## src/hdl/ppurp_pkg.sv

```systemverilog
// Shared types and constants for the picture-unit register port.
// Used by ppurp_ram, ppurp_core and ppu_register_port_top; no dependencies.
package ppurp_pkg;

	// memory geometry
	localparam int NT_AW     = 11;
	localparam int SPR_AW    = 8;
	localparam int PAL_AW    = 5;
	localparam int NT_DEPTH  = 1 << NT_AW;
	localparam int SPR_DEPTH = 1 << SPR_AW;
	localparam int PAL_DEPTH = 1 << PAL_AW;

	localparam logic [7:0] NT_RESET_BYTE = 8'hFF;
	localparam logic [7:0] GRAY_MASK     = 8'h30;
	localparam logic [5:0] PAL_PAGE      = 6'h3F;

	// command codes
	typedef enum logic [2:0] {
		CMD_WRITE    = 3'd0,
		CMD_READ     = 3'd1,
		CMD_VBLANK   = 3'd2,
		CMD_OVERFLOW = 3'd3,
		CMD_SPR0_HIT = 3'd4,
		CMD_CLEAR    = 3'd5
	} cmd_t;

	// register window
	localparam logic [2:0] REG_CTRL     = 3'd0;
	localparam logic [2:0] REG_MASK     = 3'd1;
	localparam logic [2:0] REG_STATUS   = 3'd2;
	localparam logic [2:0] REG_OAM_ADDR = 3'd3;
	localparam logic [2:0] REG_OAM_DATA = 3'd4;
	localparam logic [2:0] REG_SCROLL   = 3'd5;
	localparam logic [2:0] REG_ADDR     = 3'd6;
	localparam logic [2:0] REG_DATA     = 3'd7;

	typedef enum logic {
		ST_IDLE,
		ST_RESP
	} state_t;

	typedef struct packed {
		logic              rd_en;
		logic              nt_we;
		logic              pal_we;
		logic              spr_we;
		logic [NT_AW-1:0]  nt_idx;
		logic [PAL_AW-1:0] pal_idx;
		logic [SPR_AW-1:0] spr_idx;
		logic [7:0]        wdata;
	} mem_req_t;

	typedef struct packed {
		logic [7:0] nt_rdata;
		logic [7:0] pal_rdata;
		logic [7:0] spr_rdata;
	} mem_rsp_t;

	typedef struct packed {
		logic [7:0]  read_data;
		logic [14:0] vram_address;
		logic [2:0]  fine_x;
		logic [7:0]  control;
		logic [7:0]  mask;
		logic        strobe;
	} result_t;

endpackage

```

## src/hdl/ppurp_core.sv

```systemverilog
// Register file, scroll address logic and two-phase sequencer of the
// register port. Depends on ppurp_pkg; drives the memories in ppurp_ram.
module ppurp_core (
	input  logic                clk,
	input  logic                arst_n,
	input  logic                in_valid,
	output logic                in_stall,
	input  logic [2:0]          command,
	input  logic [2:0]          reg_index,
	input  logic [7:0]          write_data,
	input  logic                mirroring,
	input  logic                clr_busy,
	input  logic                out_free,
	output ppurp_pkg::mem_req_t mem_req,
	input  ppurp_pkg::mem_rsp_t mem_rsp,
	output logic                commit,
	output ppurp_pkg::result_t  result
);
	import ppurp_pkg::*;

	state_t state_q, state_d;
	logic   accept;

	// latched transaction
	logic [2:0] cmd_q, reg_q;
	logic [7:0] data_q;

	// architectural state
	logic [7:0]  ctrl_q, mask_q, ptr_q, rbuf_q, latch_q;
	logic [2:0]  flags_q, fx_q;
	logic [14:0] tmp_q, cur_q;
	logic        tog_q;

	logic [7:0]  ctrl_d, mask_d, ptr_d, rbuf_d, latch_d;
	logic [2:0]  flags_d, fx_d;
	logic [14:0] tmp_d, cur_d;
	logic        tog_d, strobe_d;

	logic [13:0] addr;
	logic        in_pattern, in_palette, in_nt;
	logic [13:0] addr_next;
	logic [7:0]  vram_val;

	// sequencer
	always_ff @(posedge clk or negedge arst_n) begin
		if (!arst_n)
			state_q <= ST_IDLE;
		else
			state_q <= state_d;
	end

	always_comb begin
		state_d  = state_q;
		in_stall = 1'b1;
		accept   = 1'b0;
		commit   = 1'b0;
		case (state_q)
			ST_IDLE: begin
				in_stall = clr_busy;
				accept   = in_valid && !clr_busy;
				if (accept)
					state_d = ST_RESP;
			end
			ST_RESP: begin
				commit = out_free;
				if (out_free)
					state_d = ST_IDLE;
			end
			default: state_d = ST_IDLE;
		endcase
	end

	always_ff @(posedge clk) begin
		if (accept) begin
			cmd_q  <= command;
			reg_q  <= reg_index;
			data_q <= write_data;
		end
	end

	// address decode
	assign addr       = cur_q[13:0];
	assign in_pattern = !addr[13];
	assign in_palette = addr[13:8] == PAL_PAGE;
	assign in_nt      = !in_pattern && !in_palette;
	assign addr_next  = addr + (ctrl_q[2] ? 14'd32 : 14'd1);

	// memory requests: read on accept, write on commit
	always_comb begin
		mem_req.rd_en   = accept;
		mem_req.nt_idx  = {mirroring ? addr[11] : addr[10], addr[9:0]};
		mem_req.pal_idx = (addr[4] && addr[1:0] == 2'b00) ? {1'b0, addr[3:0]} : addr[4:0];
		mem_req.spr_idx = ptr_q;
		mem_req.wdata   = data_q;
		mem_req.nt_we   = commit && cmd_q == CMD_WRITE && reg_q == REG_DATA && in_nt;
		mem_req.pal_we  = commit && cmd_q == CMD_WRITE && reg_q == REG_DATA && in_palette;
		mem_req.spr_we  = commit && cmd_q == CMD_WRITE && reg_q == REG_OAM_DATA;
	end

	// byte seen by a data read
	always_comb begin
		if (in_pattern)
			vram_val = '0;
		else if (in_nt)
			vram_val = mem_rsp.nt_rdata;
		else
			vram_val = mem_rsp.pal_rdata & (mask_q[0] ? GRAY_MASK : 8'hFF);
	end

	// next state of the register file
	always_comb begin
		ctrl_d   = ctrl_q;
		mask_d   = mask_q;
		ptr_d    = ptr_q;
		rbuf_d   = rbuf_q;
		latch_d  = latch_q;
		flags_d  = flags_q;
		fx_d     = fx_q;
		tmp_d    = tmp_q;
		cur_d    = cur_q;
		tog_d    = tog_q;
		strobe_d = 1'b0;
		case (cmd_q)
			CMD_WRITE: begin
				latch_d = data_q;
				case (reg_q)
					REG_CTRL: begin
						ctrl_d       = data_q;
						tmp_d[11:10] = data_q[1:0];
					end
					REG_MASK:     mask_d = data_q;
					REG_OAM_ADDR: ptr_d  = data_q;
					REG_OAM_DATA: ptr_d  = ptr_q + 8'd1;
					REG_SCROLL: begin
						if (!tog_q) begin
							fx_d       = data_q[2:0];
							tmp_d[4:0] = data_q[7:3];
						end else begin
							tmp_d[14:12] = data_q[2:0];
							tmp_d[9:5]   = data_q[7:3];
						end
						tog_d = !tog_q;
					end
					REG_ADDR: begin
						if (!tog_q) begin
							tmp_d = {1'b0, data_q[5:0], tmp_q[7:0]};
						end else begin
							tmp_d = {tmp_q[14:8], data_q};
							cur_d = {tmp_q[14:8], data_q};
						end
						tog_d = !tog_q;
					end
					REG_DATA: begin
						strobe_d = in_pattern;
						cur_d    = {cur_q[14], addr_next};
					end
					default: ;
				endcase
			end
			CMD_READ: begin
				case (reg_q)
					REG_STATUS: begin
						latch_d    = {flags_q, latch_q[4:0]};
						flags_d[2] = 1'b0;
						tog_d      = 1'b0;
					end
					REG_OAM_DATA: latch_d = mem_rsp.spr_rdata;
					REG_DATA: begin
						// palette reads skip the buffer
						rbuf_d  = vram_val;
						latch_d = in_palette ? vram_val : rbuf_q;
						cur_d   = {cur_q[14], addr_next};
					end
					default: ;
				endcase
			end
			CMD_VBLANK:   flags_d[2] = 1'b1;
			CMD_OVERFLOW: flags_d[0] = 1'b1;
			CMD_SPR0_HIT: flags_d[1] = 1'b1;
			CMD_CLEAR:    flags_d    = '0;
			default: ;
		endcase
	end

	always_ff @(posedge clk or negedge arst_n) begin
		if (!arst_n) begin
			ctrl_q  <= '0;
			mask_q  <= '0;
			ptr_q   <= '0;
			rbuf_q  <= '0;
			latch_q <= '0;
			flags_q <= '0;
			fx_q    <= '0;
			tmp_q   <= '0;
			cur_q   <= '0;
			tog_q   <= 1'b0;
		end else if (commit) begin
			ctrl_q  <= ctrl_d;
			mask_q  <= mask_d;
			ptr_q   <= ptr_d;
			rbuf_q  <= rbuf_d;
			latch_q <= latch_d;
			flags_q <= flags_d;
			fx_q    <= fx_d;
			tmp_q   <= tmp_d;
			cur_q   <= cur_d;
			tog_q   <= tog_d;
		end
	end

	assign result = '{
		read_data:    latch_d,
		vram_address: cur_d,
		fine_x:       fx_d,
		control:      ctrl_d,
		mask:         mask_d,
		strobe:       strobe_d
	};

	// checks
	a_no_write_in_clear: assert property (@(posedge clk) disable iff (!arst_n)
		clr_busy |-> !(mem_req.nt_we || mem_req.pal_we || mem_req.spr_we))
		else $error("memory write during clearing sweep");

	a_hold_when_blocked: assert property (@(posedge clk) disable iff (!arst_n)
		(state_q == ST_RESP && !out_free) |=> (state_q == ST_RESP && $stable(cmd_q)
			&& $stable(reg_q) && $stable(data_q)))
		else $error("pending transaction lost while output blocked");

	a_strobe_source: assert property (@(posedge clk) disable iff (!arst_n)
		(commit && strobe_d) |-> (cmd_q == CMD_WRITE && reg_q == REG_DATA))
		else $error("pattern strobe without a data write");

	a_incr_keeps_bit14: assert property (@(posedge clk) disable iff (!arst_n)
		(commit && reg_q == REG_DATA && (cmd_q == CMD_WRITE || cmd_q == CMD_READ))
			|=> cur_q[14] == $past(cur_q[14]))
		else $error("address increment disturbed bit 14");

	a_accept_only_idle: assert property (@(posedge clk) disable iff (!arst_n)
		accept |-> (state_q == ST_IDLE && !clr_busy))
		else $error("transaction accepted while busy");

endmodule
```

## config.mk

```make
export PLATFORM = sky130hd
export DESIGN_NAME = ppurp_core
export DESIGN_NICKNAME = d
export VERILOG_FILES = /design/src/hdl/ppurp_pkg.sv /design/src/hdl/ppurp_core.sv
export SDC_FILE = /design/constraint.sdc
export NUM_CORES = 1
export LEC_CHECK = 0
export BUFFER_PORTS_ARGS = -buffer_cell sky130_fd_sc_hd__buf_2
export CAP_MARGIN = 10
export CORE_UTILIZATION = 40
export CTS_BUF_LIST = sky130_fd_sc_hd__clkbuf_8
export CTS_CLUSTER_DIAMETER = 40
export DETAILED_ROUTE_END_ITERATION = 8
export PLACE_DENSITY = 0.68
export SYNTH_ARGS = -nofsm -noshare
export SYNTH_HDL_FRONTEND = slang
export SYNTH_SLANG_ARGS = --single-unit
```

## constraint.sdc

```tcl
create_clock -name clk -period 5.44 [get_ports clk]
set_input_delay 1.088 -clock clk [delete_from_list [all_inputs] [get_ports clk]]
set_output_delay 1.088 -clock clk [all_outputs]
set_load 0.02 [all_outputs]
```

; ---- Word-level counts from Yosys, hierarchy flattened
; Cells that the tools add are included.
[word_totals]
inputBits = 44
out_inout_bits = 81
ff_bits = 84
elab_cells = 111
[classes]
n_bitwise = 2
addsub = 2
n_mux = 42
reduce_logical = 31
n_eq_ne = 17
[ops]
columns = operator, n
row1 = 8-bit two-way mux, 8
row2 = 15-bit case mux with 2 select lines, 2
row3 = 8-bit case mux with 2 select lines, 2
row4 = 15-bit two-way mux, 2
row5 = 8-bit case mux with 3 select lines, 1
row6 = 10-bit case mux with 2 select lines, 1
row7 = "3-bit == test, second input constant", 6
row8 = 5-bit two-way mux, 3
row9 = 14-bit by 6-bit adder with 14-bit output, 1
row10 = 14-bit two-way mux, 1
row11 = "3-bit by 2-bit == test with 1-bit output, second input constant", 4
row12 = 3-bit two-way mux, 4
row13 = 2-bit nonzero test, 6
row14 = 1-bit two-way mux, 10
row15 = 3-bit AND reduction, 3
row16 = "8-bit by 1-bit adder with 8-bit output, second input constant", 1
row17 = 8-bit bitwise AND, 1
row18 = 1-bit logical AND, 8
row19 = 1-bit case mux with 2 select lines, 4
row20 = 4-bit AND reduction, 2
row21 = "3-bit by 1-bit == test with 1-bit output, second input constant", 2
row22 = "6-bit == test, second input constant", 1
row23 = 3-bit zero test, 2
row24 = 6-bit two-way mux, 1
row25 = other kinds (12), 18

; ---- Longest topological paths before layout
[logic_depth]
word_depth = 8
ltp_mapped = 9
ltp_nobuf = 9

; ---- Worst setup path before layout
; OpenSTA, ideal clock, no wires.
[synth_path]
kind = input-to-output
start = input clr_busy
end = output mem_req[35] in the netlist's numbering
arrival_ps = 2377
required_time_ps = 4352
path_buffers = 1
cell_stages = 3
path_slack_ps = 1975
cell_sequence = or2_2 > nor2_1 > buf_4
[synth_between]
elab_chain_len = 3
[synth_lines]
columns = element, line_no
row1 = start: declaration, ppurp_core.sv:12  ; input logic clr_busy,
row2 = 1-bit zero test, ppurp_core.sv:60  ; accept = in_valid && !clr_busy;
row3 = 1-bit logical AND, ppurp_core.sv:60
row4 = 1-bit two-way mux, ppurp_core.sv:57  ; case (state_q)
row5 = end: declaration, ppurp_core.sv:14  ; output ppurp_pkg::mem_req_t mem_req,
; Every way passes these cells.

==> flow_summary.yaml <==
final_layout:
  syn_to_final_growth_pct: 12.6
  utilization_pct: 46.0
  final_nets: 772
  drive_above_1_share_pct: 28.8
  finalNonFillerCells: 910
clock_network:
  h-tree-depth: 3
  cts_root_buf: "clkbuf_8"
  postCtsSetupBuffers: 0
  cts_hold_buf: 0
  clkTransAtPathRegs_ns: 0.10
  cts_resized: 0
  cts_sinks: 84
  cts_tree: "built"
  numCtsBuffers: 9
  clock_path_buffers: 2
  clock_latency_ns: 0.39
drt:
  first_pass_iters: 7
  postRouteAntennaNets: 0
  wirelength_um: 17300
  via_count: 5425
  vias_per_cell: 5.96
  detail_route.wl_per_cell_um: 19.0
  drcViolationCount: 4
  drt_iter0_markers: 416
synthesis:
  synth_top_cell_by_area: "dfrtp_1"
  synth_commonest_cells: "72 x nand2_1, 70 x dfrtp_1, 64 x a21oi_1"
  syn_area_mm2: 0.00567
  yosysTopAreaCellShare_pct: 30.9
  synth_nets: 700
  synth_cells: 652
  synth_edf_count: 14
  synth-async-reset-ratio_pct: 83.3
  synth_most_common_cell: "nand2_1"
  synth_seq_cells: 84
  synthTopCellsByArea: "dfrtp_1 31%, edfxtp_1 7.4%, a21oi_1 5.6%"
  yosys_warnings: 0
  ys_types: 65
  synth.avg_cell_area_um2: 8.70
  synth_ff_type: "dfrtp_1"
  seq_area_frac_synth_pct: 38.3
power:
  ir_worst_vdd_uv: 134
  leakagePower_uw: 0.00287
  power_density_mw_per_mm2: 275
placement:
  place.port_buffers: 124
  place_hpwl_um: 12100
  dp.cells: 893
  gp_congestion: 0.892
setup_path:
  crit_slowest_cell: "and3_1"
  worst-setup-path-type: "flip-flop to primary output"
  required_ns: 4.35
  cp-start-kind: "flip-flop"
  cp_max_fo: 30
  crit_path_cell_trace: "and3_1 > nand2_1 > o21ai_0 > o211ai_1 > a21oi_1 > buf_2"
  cp.arrival_ns: 3.26
  end_kind: "primary output"
  cpPeakStageDelay_ns: 0.97
timing:
  drv_slew: 0
  hold_viol: 0
  setup_viol: 0
  finalCritPeriodShare_pct: 79.8
  skew_ns: 0.0111
  slew-limit-headroom_pct: 31.2
  worst_pin_slew_ns: 1.03
  grt_setup_unrepaired: "no"
  min_period_ns: 4.34
  fmax_mhz: 230
  fin_tns_setup_ns: 0
global_route:
  grt_start_max_net_pins: 42
  antenna_found_initial: 1
  grt_overflow: 0
  grt_pass1_wl_um: 26800
  track_usage_pct: 24.2
  grt_pass1_vias: 5020
hold_path:
  min_path_type: "flip-flop to flip-flop"
run:
  drv_cap: 0
die:
  start_util_pct: 40.9
  core_area_mm2: 0.0139
  fp.dieH_um: 121
  die_w_um: 121
  dieArea_mm2: 0.0147
  rows: 43
  pin_count: 125
run_status:
  violations: "DRC"
  status: "finished, violations left"
==> final cells by class <==
cell class	count	area, µm²
multi-input cells	485	3070
well taps	180	225
repair buffers	134	696
clock inverters	7	63.8
flip-flops and latches	84	2170
fillers	1342	7490
clock buffers	9	124
diodes	1	2.50
inverters	10	37.5
==> worst paths after layout <==
path	endpoint	depth (start not counted)	from	slack [ns]
setup / recovery	result[28]	6	reg_q[1]	1.10
hold / removal	rbuf_q[1]	2	rbuf_q[1]	0.49
setup reg to reg	rbuf_q[6]	6	reg_q[1]	2.56
hold reg to reg	rbuf_q[1]	2	rbuf_q[1]	0.49
max in group asynchronous	ptr_q[7]	2	arst_n	3.64
min in group asynchronous	cur_q[6]	1	arst_n	0.73
==> layout by cell type (no fill, tap or decap), types with 9 or more instances in the layout <==
master,synthesis,routed
buf_2,16,124
nand2_1,72,72
dfrtp_1,70,70
a21oi_1,64,64
nor2_1,59,59
o21ai_0,48,48
mux2_2,27,27
nand3_1,17,17
a22oi_1,17,17
mux2_4,16,16
edfxtp_1,14,14
a31oi_1,12,12
nor3_1,12,12
o22ai_1,12,12
inv_1,10,10
buf_4,21,10
clkbuf_8,0,9
==> power by group <==
| part | total, µW | switching, µW | internal, µW |
|---|---|---|---|
| clock network | 457 | 279 | 179 |
| registers | 813 | 106 | 707 |
| logic | 486 | 291 | 196 |
| total | 1760 | 676 | 1080 |
==> layer usage <==
| metal | global-route usage [%] | wire length, µm | vias to the layer above |
|---|---|---|---|
| li1 | - | - | 2524 |
| met1 | 31.9 | 7480 | 2592 |
| met2 | 37.9 | 8080 | 269 |
| met3 | 5.31 | 1270 | 40 |
| met4 | 11.3 | 500 | 0 |
| met5 | 0 | 0 | - |
==> registers in the layout (all words and copies together) (netlist names) <==
register  flops
fx_q          3
tog_q         1
latch_q       8
ctrl_q        8
rbuf_q        8
flags_q       3
ptr_q         8
tmp_q         7
reg_q         3
state_q       1
cur_q        15
mask_q        8
data_q        8
cmd_q         3
==> logic make-up (layout without fill, tap and decap cells) <==
| family | after synthesis | count (layout) | synth area share [%] |
|---|---|---|---|
| flops | 84 | 84 | 38.3 |
| compound gates | 211 | 211 | 23.6 |
| mux | 47 | 47 | 10.3 |
| other cells | 0 | 1 | 0 |
| buf+inv | 83 | 160 | 7.63 |
| fa+ha+maj | 4 | 4 | 0.883 |
| xor+xnor | 2 | 2 | 0.309 |
| simple gates | 221 | 221 | 19.0 |
==> through the flow <==
step | hold slack (ns) | power, µW | cell area (µm²) | setup WS, ns
final | 0.491 | 1760 | 6390 | 1.10
after global routing | 0.509 | 1850 | 6390 | 0.825
after CTS | 0.492 | 1770 | 6380 | 1.16
after detailed placement | 0.468 | 1310 | 6200 | 1.60
after global placement | 0.460 | 1300 | 6200 | 1.68
after floorplan | 0.442 | 1160 | 5670 | 1.98
==> worst max-delay path, delay by kind of cell (launching register included) <==
| family | cells | cell delay [ns] |
|---|---|---|
| AOI/OAI and AO/OA | 3 | 0.58 |
| DFF | 1 | 0.92 |
| buffers and inverters | 1 | 0.18 |
| and+or+nand+nor | 2 | 1.18 |
No activity file was read; power rests on OpenSTA's default activity.
